--- src/sv/assert_macros.svh ---
// Assertion macros shared by the LRU cache manager RTL.
// Included by every module that carries concurrent assertions.
`ifndef ASSERT_MACROS_SVH
`define ASSERT_MACROS_SVH
`ifndef SYNTHESIS
`define SBLC_ASSERT_IMP(lbl, clk, rst_n, ante, cons) \
    lbl: assert property (@(posedge clk) disable iff (!rst_n) (ante) |-> (cons)) \
        else $error("assertion failed");
`define SBLC_ASSERT_NXT(lbl, clk, rst_n, ante, cons) \
    lbl: assert property (@(posedge clk) disable iff (!rst_n) (ante) |=> (cons)) \
        else $error("assertion failed");
`else
`define SBLC_ASSERT_IMP(lbl, clk, rst_n, ante, cons)
`define SBLC_ASSERT_NXT(lbl, clk, rst_n, ante, cons)
`endif
`endif

--- src/sv/sblc_pkg.sv ---
// Package for the byte-budget LRU cache manager.
// Holds the field widths, event codes and state encoding; no dependencies.
package sblc_pkg;

    localparam int ID_W       = 5;
    localparam int LINK_W     = 6;
    localparam int KIND_W     = 3;
    localparam int BUDGET_W   = 40;
    localparam int IN_BYTES_W = 36;
    localparam int LOADS_W    = 32;
    localparam int WIDE_W     = 49;

    localparam logic [LINK_W-1:0]   LINK_NIL     = '1;
    localparam logic [BUDGET_W-1:0] BUDGET_RESET = 40'd536870912;

    localparam logic [KIND_W-1:0] KIND_EVICTED   = 3'd0;
    localparam logic [KIND_W-1:0] KIND_HIT       = 3'd1;
    localparam logic [KIND_W-1:0] KIND_LOADED    = 3'd2;
    localparam logic [KIND_W-1:0] KIND_NO_SPACE  = 3'd3;
    localparam logic [KIND_W-1:0] KIND_REGISTERED = 3'd4;

    typedef enum logic [9:0] {
        S_IDLE   = 10'b0000000001,
        S_ONE    = 10'b0000000010,
        S_REG_RD = 10'b0000000100,
        S_HIT_UL = 10'b0000001000,
        S_HIT_AP = 10'b0000010000,
        S_LD_RD  = 10'b0000100000,
        S_EV_CHK = 10'b0001000000,
        S_EV_RD  = 10'b0010000000,
        S_LOAD   = 10'b0100000000,
        S_SPARE  = 10'b1000000000
    } t_state;

endpackage

--- src/sv/sblc_ram.sv ---
// Generic single-write, single-read synchronous RAM with registered read data.
// No dependencies.
module sblc_ram #(
    parameter int WIDTH = 8,
    parameter int DEPTH = 32
) (
    input  logic                     i_clk,
    input  logic                     i_we,
    input  logic [$clog2(DEPTH)-1:0] i_waddr,
    input  logic [WIDTH-1:0]         i_wdata,
    input  logic [$clog2(DEPTH)-1:0] i_raddr,
    output logic [WIDTH-1:0]         o_rdata
);
    logic [WIDTH-1:0] r_mem [DEPTH];
    logic [WIDTH-1:0] r_rdata;

    always_ff @(posedge i_clk) begin
        if (i_we) begin
            r_mem[i_waddr] <= i_wdata;
        end
        r_rdata <= r_mem[i_raddr];
    end

    assign o_rdata = r_rdata;
endmodule

--- src/sv/size_budget_lru_cache_manager.sv ---
// Top level of the byte-budget LRU cache manager.
// Uses sblc_pkg, sblc_ram and assert_macros.svh.
//
// Items enter on a command channel: an item transfers at a rising edge with
// start high and busy low. Mode 0 records an entry's size, mode 1 requests
// residency of an entry. Every item gives one or more results, each shown
// for exactly one cycle with o_event_valid high; o_final_event marks the
// last result of an item. The receiver cannot stall the block.
// The budget register is written on its own channel (i_cfg_valid with
// o_cfg_ready, which is always high); the user must write it only while the
// block is idle, as the block itself does not enforce this. A load reads the
// entry's size, then evicts the oldest entry while the budget would be
// exceeded, and is refused when nothing is left to evict or the victim was
// loaded in this batch. Each eviction step waits on one registered read of the
// memories. A result is registered and appears in the cycle after its step.
// Synchronous reset empties the list, clears the byte count, batch stamp
// and load count, and sets the budget to 512 MiB. Entry sizes, stamps and
// links are held in memories that reset does not clear.
module size_budget_lru_cache_manager #(
    parameter int NUM_ENTRIES = 32,
    parameter int STAMP_BITS  = 16,
    parameter int SIZE_BITS   = 36
) (
    input  logic                               i_clk,
    input  logic                               i_rst_n,
    input  logic                               start,
    output logic                               busy,
    input  logic                               i_mode,
    input  logic [sblc_pkg::ID_W-1:0]          i_entry_id,
    input  logic [sblc_pkg::IN_BYTES_W-1:0]    i_entry_bytes,
    input  logic                               i_ends_batch,
    output logic                               o_event_valid,
    output logic [sblc_pkg::KIND_W-1:0]        o_event_kind,
    output logic [sblc_pkg::ID_W-1:0]          o_event_entry,
    output logic [sblc_pkg::BUDGET_W-1:0]      o_bytes_in_use,
    output logic [sblc_pkg::LOADS_W-1:0]       o_load_total,
    output logic                               o_final_event,
    input  logic                               i_cfg_valid,
    output logic                               o_cfg_ready,
    input  logic [sblc_pkg::BUDGET_W-1:0]      i_cfg_data
);
    import sblc_pkg::*;
    `include "assert_macros.svh"

    localparam int AW = $clog2(NUM_ENTRIES);
    localparam logic [LINK_W-1:0] LINK_N = LINK_W'(NUM_ENTRIES);

    t_state                  r_state, n_state;
    logic                    r_mode, n_mode;
    logic [ID_W-1:0]         r_id, n_id;
    logic [SIZE_BITS-1:0]    r_bytes, n_bytes;
    logic                    r_ends, n_ends;
    logic [SIZE_BITS-1:0]    r_need, n_need;
    logic [KIND_W-1:0]       r_pend, n_pend;
    logic [BUDGET_W-1:0]     r_budget;
    logic [BUDGET_W-1:0]     r_used, n_used;
    logic [STAMP_BITS-1:0]   r_batch, n_batch;
    logic [LOADS_W-1:0]      r_loads, n_loads;
    logic [LINK_W-1:0]       r_oldest, n_oldest, r_newest, n_newest;
    logic [NUM_ENTRIES-1:0]  r_resident, n_resident;

    logic                    r_ev_valid, n_ev_valid;
    logic [KIND_W-1:0]       r_ev_kind, n_ev_kind;
    logic [ID_W-1:0]         r_ev_entry, n_ev_entry;
    logic [BUDGET_W-1:0]     r_ev_bytes;
    logic [LOADS_W-1:0]      r_ev_loads;
    logic                    r_ev_final, n_ev_final;

    logic                    size_we, stamp_we, older_we, newer_we;
    logic [AW-1:0]           size_wa, older_wa, newer_wa, raddr;
    logic [SIZE_BITS-1:0]    size_wd, size_q;
    logic [STAMP_BITS-1:0]   stamp_q;
    logic [LINK_W-1:0]       older_wd, newer_wd, older_q, newer_q;

    logic                    accept;
    logic [LINK_W-1:0]       in_id6, id6, link_o, link_n, ev_n;
    logic [AW-1:0]           in_addr, id_addr, oldest_addr, newest_addr;
    logic [WIDE_W-1:0]       used_plus;
    logic                    over;
    logic [BUDGET_W-1:0]     size_q40, need40;
    logic [WIDE_W-1:0]       in_bytes_wide;

    assign accept      = start && !busy;
    assign busy        = (r_state != S_IDLE);
    assign o_cfg_ready = 1'b1;

    assign in_id6      = LINK_W'(i_entry_id);
    assign id6         = LINK_W'(r_id);
    assign in_addr     = in_id6[AW-1:0];
    assign id_addr     = id6[AW-1:0];
    assign oldest_addr = r_oldest[AW-1:0];
    assign newest_addr = r_newest[AW-1:0];
    assign raddr       = (r_state == S_IDLE) ? in_addr : oldest_addr;

    assign in_bytes_wide = WIDE_W'(i_entry_bytes);
    assign size_q40      = BUDGET_W'(size_q);
    assign need40        = BUDGET_W'(r_need);
    assign used_plus     = WIDE_W'(r_used) + WIDE_W'(r_need);
    assign over          = used_plus > WIDE_W'(r_budget);

    assign link_o = (id6 == r_oldest) ? LINK_NIL : older_q;
    assign link_n = (id6 == r_newest) ? LINK_NIL : newer_q;
    assign ev_n   = (r_oldest == r_newest) ? LINK_NIL : newer_q;

    always_comb begin
        n_state    = r_state;
        n_mode     = r_mode;
        n_id       = r_id;
        n_bytes    = r_bytes;
        n_ends     = r_ends;
        n_need     = r_need;
        n_pend     = r_pend;
        n_used     = r_used;
        n_batch    = r_batch;
        n_loads    = r_loads;
        n_oldest   = r_oldest;
        n_newest   = r_newest;
        n_resident = r_resident;
        n_ev_valid = 1'b0;
        n_ev_kind  = r_pend;
        n_ev_entry = r_id;
        n_ev_final = 1'b0;
        size_we    = 1'b0;
        size_wa    = id_addr;
        size_wd    = r_bytes;
        stamp_we   = 1'b0;
        older_we   = 1'b0;
        older_wa   = id_addr;
        older_wd   = r_newest;
        newer_we   = 1'b0;
        newer_wa   = newest_addr;
        newer_wd   = id6;

        unique case (r_state)
            S_IDLE: begin
                if (accept) begin
                    n_mode  = i_mode;
                    n_id    = i_entry_id;
                    n_bytes = in_bytes_wide[SIZE_BITS-1:0];
                    n_ends  = i_ends_batch;
                    if (in_id6 >= LINK_N) begin
                        n_pend  = KIND_NO_SPACE;
                        n_state = S_ONE;
                    end else if (!i_mode) begin
                        if (r_resident[in_addr]) begin
                            n_state = S_REG_RD;
                        end else begin
                            size_we = 1'b1;
                            size_wa = in_addr;
                            size_wd = in_bytes_wide[SIZE_BITS-1:0];
                            n_pend  = KIND_REGISTERED;
                            n_state = S_ONE;
                        end
                    end else if (r_resident[in_addr]) begin
                        if (in_id6 == r_newest) begin
                            n_pend  = KIND_HIT;
                            n_state = S_ONE;
                        end else begin
                            n_state = S_HIT_UL;
                        end
                    end else begin
                        n_state = S_LD_RD;
                    end
                end
            end
            S_ONE: begin
                n_ev_valid = 1'b1;
                n_ev_final = 1'b1;
                n_state    = S_IDLE;
            end
            S_REG_RD, S_HIT_UL: begin
                if (link_o < LINK_N) begin
                    newer_we = 1'b1;
                    newer_wa = link_o[AW-1:0];
                    newer_wd = link_n;
                end else begin
                    n_oldest = link_n;
                end
                if (link_n < LINK_N) begin
                    older_we = 1'b1;
                    older_wa = link_n[AW-1:0];
                    older_wd = link_o;
                end else begin
                    n_newest = link_o;
                end
                if (r_state == S_REG_RD) begin
                    n_used              = r_used - size_q40;
                    n_resident[id_addr] = 1'b0;
                    size_we             = 1'b1;
                    n_ev_valid          = 1'b1;
                    n_ev_final          = 1'b1;
                    n_ev_kind           = KIND_REGISTERED;
                    n_state             = S_IDLE;
                end else begin
                    n_state = S_HIT_AP;
                end
            end
            S_HIT_AP, S_LOAD: begin
                older_we = 1'b1;
                if (r_newest < LINK_N) begin
                    newer_we = 1'b1;
                end else begin
                    n_oldest = id6;
                end
                n_newest   = id6;
                n_ev_valid = 1'b1;
                n_ev_final = 1'b1;
                n_ev_kind  = KIND_HIT;
                if (r_state == S_LOAD) begin
                    stamp_we            = 1'b1;
                    n_resident[id_addr] = 1'b1;
                    n_used              = r_used + need40;
                    n_loads             = r_loads + 1'b1;
                    n_ev_kind           = KIND_LOADED;
                end
                n_state = S_IDLE;
            end
            S_LD_RD: begin
                n_need  = size_q;
                n_state = S_EV_CHK;
            end
            S_EV_CHK: begin
                if (!over) begin
                    n_state = S_LOAD;
                end else if (r_oldest >= LINK_N) begin
                    n_pend  = KIND_NO_SPACE;
                    n_state = S_ONE;
                end else begin
                    n_state = S_EV_RD;
                end
            end
            S_EV_RD: begin
                if (stamp_q == r_batch) begin
                    n_pend  = KIND_NO_SPACE;
                    n_state = S_ONE;
                end else begin
                    n_oldest = ev_n;
                    if (ev_n >= LINK_N) begin
                        n_newest = LINK_NIL;
                    end
                    n_resident[oldest_addr] = 1'b0;
                    n_used     = r_used - size_q40;
                    n_ev_valid = 1'b1;
                    n_ev_kind  = KIND_EVICTED;
                    n_ev_entry = r_oldest[ID_W-1:0];
                    n_state    = S_EV_CHK;
                end
            end
            default: begin
                n_state = S_IDLE;
            end
        endcase

        if (n_ev_final && r_mode && r_ends) begin
            n_batch = r_batch + 1'b1;
        end
    end

    always_ff @(posedge i_clk) begin
        if (!i_rst_n) begin
            r_state    <= S_IDLE;
            r_budget   <= BUDGET_RESET;
            r_used     <= '0;
            r_batch    <= '0;
            r_loads    <= '0;
            r_oldest   <= LINK_NIL;
            r_newest   <= LINK_NIL;
            r_resident <= '0;
            r_ev_valid <= 1'b0;
        end else begin
            r_state    <= n_state;
            r_used     <= n_used;
            r_batch    <= n_batch;
            r_loads    <= n_loads;
            r_oldest   <= n_oldest;
            r_newest   <= n_newest;
            r_resident <= n_resident;
            r_ev_valid <= n_ev_valid;
            if (i_cfg_valid && o_cfg_ready) begin
                r_budget <= i_cfg_data;
            end
        end
    end

    always_ff @(posedge i_clk) begin
        r_mode     <= n_mode;
        r_id       <= n_id;
        r_bytes    <= n_bytes;
        r_ends     <= n_ends;
        r_need     <= n_need;
        r_pend     <= n_pend;
        r_ev_kind  <= n_ev_kind;
        r_ev_entry <= n_ev_entry;
        r_ev_bytes <= n_used;
        r_ev_loads <= n_loads;
        r_ev_final <= n_ev_final;
    end

    assign o_event_valid  = r_ev_valid;
    assign o_event_kind   = r_ev_kind;
    assign o_event_entry  = r_ev_entry;
    assign o_bytes_in_use = r_ev_bytes;
    assign o_load_total   = r_ev_loads;
    assign o_final_event  = r_ev_final;

    sblc_ram #(.WIDTH(SIZE_BITS), .DEPTH(NUM_ENTRIES)) u_size_ram (
        .i_clk   (i_clk),
        .i_we    (size_we),
        .i_waddr (size_wa),
        .i_wdata (size_wd),
        .i_raddr (raddr),
        .o_rdata (size_q)
    );

    sblc_ram #(.WIDTH(STAMP_BITS), .DEPTH(NUM_ENTRIES)) u_stamp_ram (
        .i_clk   (i_clk),
        .i_we    (stamp_we),
        .i_waddr (id_addr),
        .i_wdata (r_batch),
        .i_raddr (raddr),
        .o_rdata (stamp_q)
    );

    sblc_ram #(.WIDTH(LINK_W), .DEPTH(NUM_ENTRIES)) u_older_ram (
        .i_clk   (i_clk),
        .i_we    (older_we),
        .i_waddr (older_wa),
        .i_wdata (older_wd),
        .i_raddr (raddr),
        .o_rdata (older_q)
    );

    sblc_ram #(.WIDTH(LINK_W), .DEPTH(NUM_ENTRIES)) u_newer_ram (
        .i_clk   (i_clk),
        .i_we    (newer_we),
        .i_waddr (newer_wa),
        .i_wdata (newer_wd),
        .i_raddr (raddr),
        .o_rdata (newer_q)
    );

    `SBLC_ASSERT_IMP(a_evict_not_final, i_clk, i_rst_n,
        r_ev_valid && (r_ev_kind == KIND_EVICTED), !r_ev_final)
    `SBLC_ASSERT_IMP(a_ends_agree, i_clk, i_rst_n,
        1'b1, (r_oldest == LINK_NIL) == (r_newest == LINK_NIL))
    `SBLC_ASSERT_NXT(a_load_reports, i_clk, i_rst_n,
        r_state == S_LOAD, r_ev_valid && r_ev_final && (r_ev_kind == KIND_LOADED))
    `SBLC_ASSERT_NXT(a_accept_busy, i_clk, i_rst_n, accept, busy)
endmodule

--- config.mk ---
export PLATFORM = sky130hd
export DESIGN_NAME = size_budget_lru_cache_manager
export DESIGN_NICKNAME = d
export VERILOG_FILES = /design/src/sv/sblc_pkg.sv /design/src/sv/sblc_ram.sv /design/src/sv/size_budget_lru_cache_manager.sv
export VERILOG_INCLUDE_DIRS = /design/src /design/src/sv
export SDC_FILE = /design/constraint.sdc
export NUM_CORES = 2
export LEC_CHECK = 0
export ABC_AREA = 0
export ABC_CLOCK_PERIOD_IN_PS = 6400
export BUFFER_PORTS_ARGS = -buffer_cell sky130_fd_sc_hd__buf_2
export CAP_MARGIN = 20
export CORE_ASPECT_RATIO = 0.6
export CORE_MARGIN = 5
export CORE_UTILIZATION = 40
export CTS_CLUSTER_DIAMETER = 60
export DETAILED_ROUTE_END_ITERATION = 8
export HOLD_SLACK_MARGIN = 0.12
export SYNTH_ARGS = -nofsm -noshare
export SYNTH_HDL_FRONTEND = slang
export SYNTH_HIERARCHICAL = 1
export SYNTH_SLANG_ARGS = --single-unit
--- constraint.sdc ---
create_clock -name i_clk -period 6.4 [get_ports i_clk]
set_input_delay 1.6 -clock i_clk [delete_from_list [all_inputs] [get_ports i_clk]]
set_output_delay 1.6 -clock i_clk [all_outputs]
set_load 0.05 [all_outputs]
* Word level (Yosys, flattened, before mapping)
Memories as Yosys holds them, arrays and structs flattened. A register that Yosys moved wholly into a read port is not among the register bits. Index checks and enable logic that the tools add are counted.
Word-level totals: logic and storage cells 188, memory bits (writable) 2048, register bits 346, bits in latches 0, input port bits 87, ROM bits 0, memories 4, output and inout bits 84
Operators by class: bitwise gates (word level) 5, reductions and logical operators 16, add/sub/neg operators 5, shift operators 0, multiplexer cells 97, multiply operators 0, divide/modulo/power cells 0, magnitude comparators 12, equal/unequal tests 29
Memories:
- u_size_ram.r_mem | depth 32, width 36, read ports 1, clocked after memory_dff 1, write ports 1, line sblc_ram.sv:14 | logic [WIDTH-1:0] r_mem [DEPTH];
- u_stamp_ram.r_mem | depth 32, width 16, read ports 1, clocked after memory_dff 1, write ports 1, line sblc_ram.sv:14
- u_newer_ram.r_mem | depth 32, width 6, read ports 1, clocked after memory_dff 1, write ports 1, line sblc_ram.sv:14
- u_older_ram.r_mem | depth 32, width 6, read ports 1, clocked after memory_dff 1, write ports 1, line sblc_ram.sv:14
Operator list (number):
- 36-bit two-way mux | 5
- 32-bit two-way mux | 5
- 40-bit two-way mux | 3
- 40-bit one-hot mux with 3 select lines | 1
- 32-bit one-hot mux with 3 select lines | 1
- 6-bit two-way mux | 13
- 5-bit two-way mux | 13
- 32-bit bitwise AND | 2
- 32-bit NOT | 2
- 10-bit one-hot mux with 5 select lines | 1
- 40-bit by 36-bit adder with 41-bit output | 1
- 41-bit by 40-bit greater-than comparator with 1-bit output | 1
- 40-bit by 36-bit adder with 40-bit output | 1
- 10-bit two-way mux | 4
- 40-bit by 36-bit subtractor with 40-bit output | 1
- 3-bit two-way mux | 12
- 6-bit one-hot mux with 3 select lines | 2
- 32-bit by 1-bit adder with 32-bit output (second input constant) | 1
- 32-bit OR | 1
- 1-bit two-way mux | 22
- 2-bit != test (second input constant) | 11
- 5-bit by 6-bit equality test with 1-bit output | 3
- 5-bit by 6-bit less-than comparator with 1-bit output (second input constant) | 3
- 6-bit less-than comparator (second input constant) | 3
- 37 further kinds | 52

* Longest topological paths before layout
depth in word-level cells 9, depth in mapped cells 22

* Cells and area by module
Netlist, hierarchy kept.
By module, submodules not included:
- sblc_ram at u_size_ram | cells an instance 2536, times used 1, sequential area each 35313.9 µm², area an instance 45583.7 µm²
- sblc_ram at u_stamp_ram | cells an instance 1143, times used 1, sequential area each 15695.1 µm², area an instance 20535.9 µm²
- size_budget_lru_cache_manager | cells an instance 2143, times used 1, sequential area each 7727.4 µm², area an instance 19343.6 µm²
- sblc_ram at u_newer_ram ... | cells an instance 323, times used 2, sequential area each 5885.6 µm², area an instance 7589.8 µm²

* Worst setup path before layout
Ideal clock, no wire load.
path type input port to flip-flop, start input i_entry_id[0] in the netlist's numbering, end memory u_size_ram/r_mem[20][0] in the netlist's numbering (enable), cell stages on the path 10, buffers on the path 3, path slack -0.104 ns, arrival time 6.075 ns, data required time 5.971 ns, library setup time 0.429 ns, path through buf_2 -> mux4_2 -> mux4_2 -> mux2i_1 -> nand2_1 -> buf_1 -> mux2_2 -> or3b_2 -> clkbuf_1 -> nor2_1
On the way: elaborated cells on any way between the ends 15, those cells by class order compare (1); mux (14)
RTL lines:
- start: declaration | line size_budget_lru_cache_manager.sv:29 | input logic [sblc_pkg::ID_W-1:0] i_entry_id,
- 1-bit binary-select mux with 5-bit select | line size_budget_lru_cache_manager.sv:145 | if (r_resident[in_addr]) begin
- 1-bit two-way mux (implied by the code) | line size_budget_lru_cache_manager.sv:145
- 5-bit two-way mux | line size_budget_lru_cache_manager.sv:145
- 5-bit two-way mux | line size_budget_lru_cache_manager.sv:144 | end else if (!i_mode) begin
- 5-bit two-way mux (*) | line size_budget_lru_cache_manager.sv:141 | if (in_id6 >= LINK_N) begin
- 5-bit two-way mux (*) | line size_budget_lru_cache_manager.sv:136 | if (accept) begin
- 5-bit two-way mux (*) | line size_budget_lru_cache_manager.sv:134 | unique case (r_state)
- named net size_wa[1] | line size_budget_lru_cache_manager.sv:70 | logic [AW-1:0] size_wa, older_wa, newer_wa, raddr;
- end: declaration | line sblc_ram.sv:14
The timed path passes the listed nets; every way through them passes the cells marked *. The select of a mux whose other input is x is not followed.

* Worst setup path in the final report
start register r_need[8], end register r_pend[1] (enable)
On the way: cells in the longest elaborated chain, start to end 4
Ends and longest elaborated chain:
- start: declaration | line size_budget_lru_cache_manager.sv:53 | logic [SIZE_BITS-1:0] r_need, n_need;
- start signal: assignment | line size_budget_lru_cache_manager.sv:290 | r_need <= n_need;
- 40-bit by 36-bit adder with 41-bit output | line size_budget_lru_cache_manager.sv:98 | assign used_plus = WIDE_W'(r_used) + WIDE_W'(r_need);
- 41-bit by 40-bit greater-than comparator with 1-bit output | line size_budget_lru_cache_manager.sv:99 | assign over = used_plus > WIDE_W'(r_budget);
- 2-bit != test (no source line)
- 8-bit AND reduction (no source line)
- end signal: assignment | line size_budget_lru_cache_manager.sv:291 | r_pend <= n_pend;
- end: declaration | line size_budget_lru_cache_manager.sv:54 | logic [KIND_W-1:0] r_pend, n_pend;
Every way passes these cells. A chain may end at the register's enable or synchronous reset.

==> summary.txt <==
Yosys
  – Async S/R FF share, synth: 0
  – Synth Instances: 6468
  – Number of synthesized register bits: 2457
  – Sequential area share after synthesis: 0.701
  – Post-synth cell types: 89
  – Mean Syn Cell Area: 15.6 um^2
  – Synthesized area: 101000 um^2
  – Warnings from Yosys: 6
  – Syn nets: 6671
  – Post-synth EDFFs: 2130
  – Main flop type after synthesis: edfxtp_1

Clock tree
  – Clock Latency Late Sink: 900 ps
  – H-tree levels: 4
  – CTS sink cnt: 2457
  – Hold Buf Count CTS: 0
  – CTS Root Cell: clkbuf_16
  – PostCTS Resize Cnt: 0
  – Clock transition at path regs: 70 ps
  – Clock buffer count from CTS: 230
  – Post-CTS Setup Bufs: 0
  – Max clock buf depth: 4
  – CTS tree: yes

Floorplanning
  – Initial core utilization: 0.403
  – Die height: 399 um
  – Core footprint: 250000 um^2
  – I/O pin cnt: 171
  – DIE AREA: 262000 um^2
  – Core Rows: 142
  – Die X-Extent: 658 um

Global routing
  – Grt ovf: 0
  – Vias in the first global route: 55.7k
  – Largest net degree at the start of global routing: 128
  – GRT Util Overall: 0.201
  – Initial antenna violation count: 35
  – First-pass GRT wire length: 393 mm

Power
  – Cell internal pwr: 28.5 mW
  – Seq pwr share: 0.460
  – Switching share of power: 0.279
  – Power Dens Cells: 347 nW/um^2
  – Clock share of power: 0.357
  – Static Leak: 40.5 nW
  – Worst VDD drop: 240 uV
  – Sw power: 11.0 mW
  – Comb pwr share: 0.182

Job
  – Max-cap viol count: 0

Cells and area
  – Layout area overhead: 13.1%
  – Post-layout util: 0.455
  – Final Cell Area: 114000 um^2
  – Fraction of layout cells with a size suffix above 1: 0.149
  – Commonest non-fill, non-tap cell in the layout: edfxtp_1
  – Layout Nets: 6936
  – Most frequent cells in the layout: edfxtp_1, mux2i_1, dfxtp_1

STA
  – Slew @ Worst Pin: 1120 ps
  – RSZ-0062 raised after global routing: false
  – Final hold vios: 0
  – Slew HR: 0.247
  – Count of final setup violators: 0
  – Clock skew: 116 ps
  – Peak Freq: 0.175 GHz
  – Slew Viols, Final: 0
  – Fin crit share: 0.890
  – Tmin final: 5700 ps

Drt
  – Routed WL: 271 mm
  – Vias: 58.6k
  – DR pass1 iterations: 7
  – DR WL/cell: 26.5 um
  – Final ANT Viol Nets: 0
  – Post-route DRC: 0
  – Avg Vias per Cell: 5.71
  – Detailed Route Iter0 Violations: 6433

Critical path
  – Reg-to-reg startpoint: r_need[8]$_DFFE_PP_
  – FF-to-FF End: r_pend[1]$_SDFFCE_PN1P_
  – CP Launch Type: flip-flop
  – Setup CP Type: reg2reg
  – CP Capture Type: flip-flop
  – CP Cell Sequence: ha_1 > and4_1 > o2111a_1 > o21a_1 > nor3_1 > buf_4 > o41ai_2 > a21boi_0 > xnor2_1 > ha_1 > nand4_1 > or3_1 > nor4_1 > a211oi_1 > o22ai_1 > a21oi_1 > nor3_1
  – R2R depth: 17
  – Worst path top cell family by delay: compound AO/OA/AOI/OAI gates
  – Slowest cell on crit path: o41ai_2
  – Worst path required time: 6930 ps
  – Worst Path Arrival: 6220 ps
  – Register-to-register setup slack: 700 ps
  – Max stage delay on crit path: 780 ps
  – Bufs and invs on worst path: 1
  – Max FO, Critical Path: 7

Min path
  – Worst hold path class: reg2reg
  – Hold wc startpoint: u_size_ram/o_rdata[8]$_DFF_P_
  – Hold path depth: 0
  – Hold Crit Endpoint: r_need[8]$_DFFE_PP_

Placed design
  – Hpwl dp: 176 mm
  – Placed Area: 106000 um^2
  – GP Congestion: 0.863
  – # port buffers: 169

Outcome
  – Status: finished, final reports clean
-- per-layer routing --
| metal | share of wire | GRT usage |
|---|---|---|
| met1 | 0.48 | 0.328 |
| met2 | 0.39 | 0.265 |
| met4 | 0.021 | 0.0449 |
| met3 | 0.10 | 0.0487 |
| met5 | 0.00025 | 0 |
-- worst max-delay path by stage --
| stage | start | to | slack, ps | depth (start not counted) |
|---|---|---|---|---|
| 2_1_floorplan | i_entry_id[0] | u_size_ram/r_mem[20][0]$_DFFE_PP_ | -100 | 10 |
| 3_3_place_gp | i_entry_id[0] | u_size_ram/r_mem[20][25]$_DFFE_PP_ | 500 | 9 |
| 3_5_place_dp | i_entry_id[0] | u_size_ram/r_mem[20][25]$_DFFE_PP_ | 390 | 9 |
| 4_1_cts | r_need[8]$_DFFE_PP_ | r_pend[0]$_SDFFCE_PN1P_ | 650 | 17 |
| 5_1_grt | r_need[8]$_DFFE_PP_ | r_pend[1]$_SDFFCE_PN1P_ | 210 | 17 |
| 6_report | r_need[8]$_DFFE_PP_ | r_pend[1]$_SDFFCE_PN1P_ | 700 | 17 |
-- logic make-up after synthesis --
| kind of cell | count (synthesis) | synth area share |
|---|---|---|
| flops | 2457 | 0.701 |
| simple gates | 1185 | 0.0564 |
| mux | 1076 | 0.124 |
| compound gates | 993 | 0.0656 |
| buf+inv | 491 | 0.0258 |
| xor+xnor | 149 | 0.0130 |
| fa+ha+maj | 116 | 0.0146 |
| other cells | 1 | 0.0000373 |
-- layout make-up --
| cell class | instances | area [um^2] |
|---|---|---|
| Antenna cell | 18 | 45.0 |
| Inverter | 124 | 469 |
| Fill cell | 21500 | 136000 |
| Timing Repair Buffer | 400 | 2980 |
| Clock buffer | 285 | 6200 |
| Clock inverter | 138 | 1530 |
| Sequential cell | 2457 | 70500 |
| Tap cell | 3312 | 4140 |
| Multi-Input combinational cell | 3520 | 27900 |
-- registers in the layout (all words and copies together), names as in the netlist, 9 cells and up --
register             cells
r_used                  40
r_resident              32
r_budget                40
r_bytes                 36
r_need                  36
u_size_ram/r_mem      1152
r_loads                 32
u_older_ram/r_mem      192
u_stamp_ram/r_mem      512
u_size_ram/o_rdata      36
r_state                  9
o_bytes_in_use          40
o_load_total            32
u_newer_ram/r_mem      192
u_stamp_ram/o_rdata     16
r_batch                 16
-- metrics by stage --
| step | std cells | setup WS, ps | total power [mW] | setup TNS (ps) | hold slack [ps] |
|---|---|---|---|---|---|
| floorplan | 6468 | -104 | 23.0 | -28980 | 408 |
| global placement | 9810 | 503 | 25.6 | 0 | 422 |
| detailed placement | 9810 | 388 | 25.6 | 0 | 439 |
| CTS | 10200 | 646 | 39.7 | 0 | 406 |
| global route | 10200 | 214 | 41.0 | 0 | 425 |
| finish | 10300 | 701 | 39.5 | 0 | 405 |
-- worst register-to-register path: stages, from the launching register on --
cell and delay [ps]:
edfxtp_1 370, ha_1 430, and4_1 300, o2111a_1 200
o21a_1 140, nor3_1 60, buf_4 160, o41ai_2 780
a21boi_0 270, xnor2_1 220, ha_1 310, nand4_1 130
or3_1 380, nor4_1 300, a211oi_1 140, o22ai_1 640
a21oi_1 160, nor3_1 360
-- synth_stat cells, types with 7 or more instances --
master | instances | share of area
a22oi_1 | 187 | 0.014
mux2_2 | 69 | 0.0077
inv_1 | 121 | 0.0045
a31oi_1 | 95 | 0.0059
a22o_1 | 105 | 0.0091
buf_1 | 37 | 0.0014
o21bai_1 | 16 | 0.0012
o21ai_0 | 109 | 0.0054
mux2i_1 | 877 | 0.087
buf_2 | 63 | 0.0031
or3b_2 | 13 | 0.0011
buf_4 | 46 | 0.0034
xor2_1 | 43 | 0.0037
a211o_1 | 9 | 0.00078
buf_6 | 33 | 0.0037
buf_8 | 14 | 0.0021
nand2_1 | 297 | 0.011
xnor2_1 | 106 | 0.0092
and4_1 | 9 | 0.00078
a21o_1 | 42 | 0.0031
nor4_1 | 7 | 0.00044
a221o_1 | 14 | 0.0014
nand3_1 | 186 | 0.0092
nand4_1 | 52 | 0.0032
nand2b_1 | 15 | 0.00093
a21oi_1 | 288 | 0.014
a211oi_1 | 19 | 0.0014
mux4_2 | 130 | 0.029
nor3_1 | 117 | 0.0058
o22ai_1 | 14 | 0.00087
ha_1 | 114 | 0.014
nor2b_1 | 18 | 0.0011
edfxtp_1 | 2130 | 0.64
nor2_1 | 313 | 0.012
dfxtp_1 | 327 | 0.065
nand3b_1 | 24 | 0.0018
and2_1 | 64 | 0.0040
o31ai_1 | 9 | 0.00067
clkbuf_1 | 163 | 0.0061
a222oi_1 | 12 | 0.0012
and3_1 | 22 | 0.0014
o211ai_1 | 15 | 0.0011
or3_1 | 15 | 0.00093
o21a_1 | 15 | 0.0011
-- power groups by stage --
stage	registers (mW)	clock network [mW]	logic, mW
floorplan	18.4	0	4.66
global placement	18.5	0	7.05
detailed placement	18.5	0	7.08
CTS	18.2	14.4	7.10
global route	18.2	15.1	7.63
finish	18.2	14.1	7.21
Power figures use the tool's default switching activity.
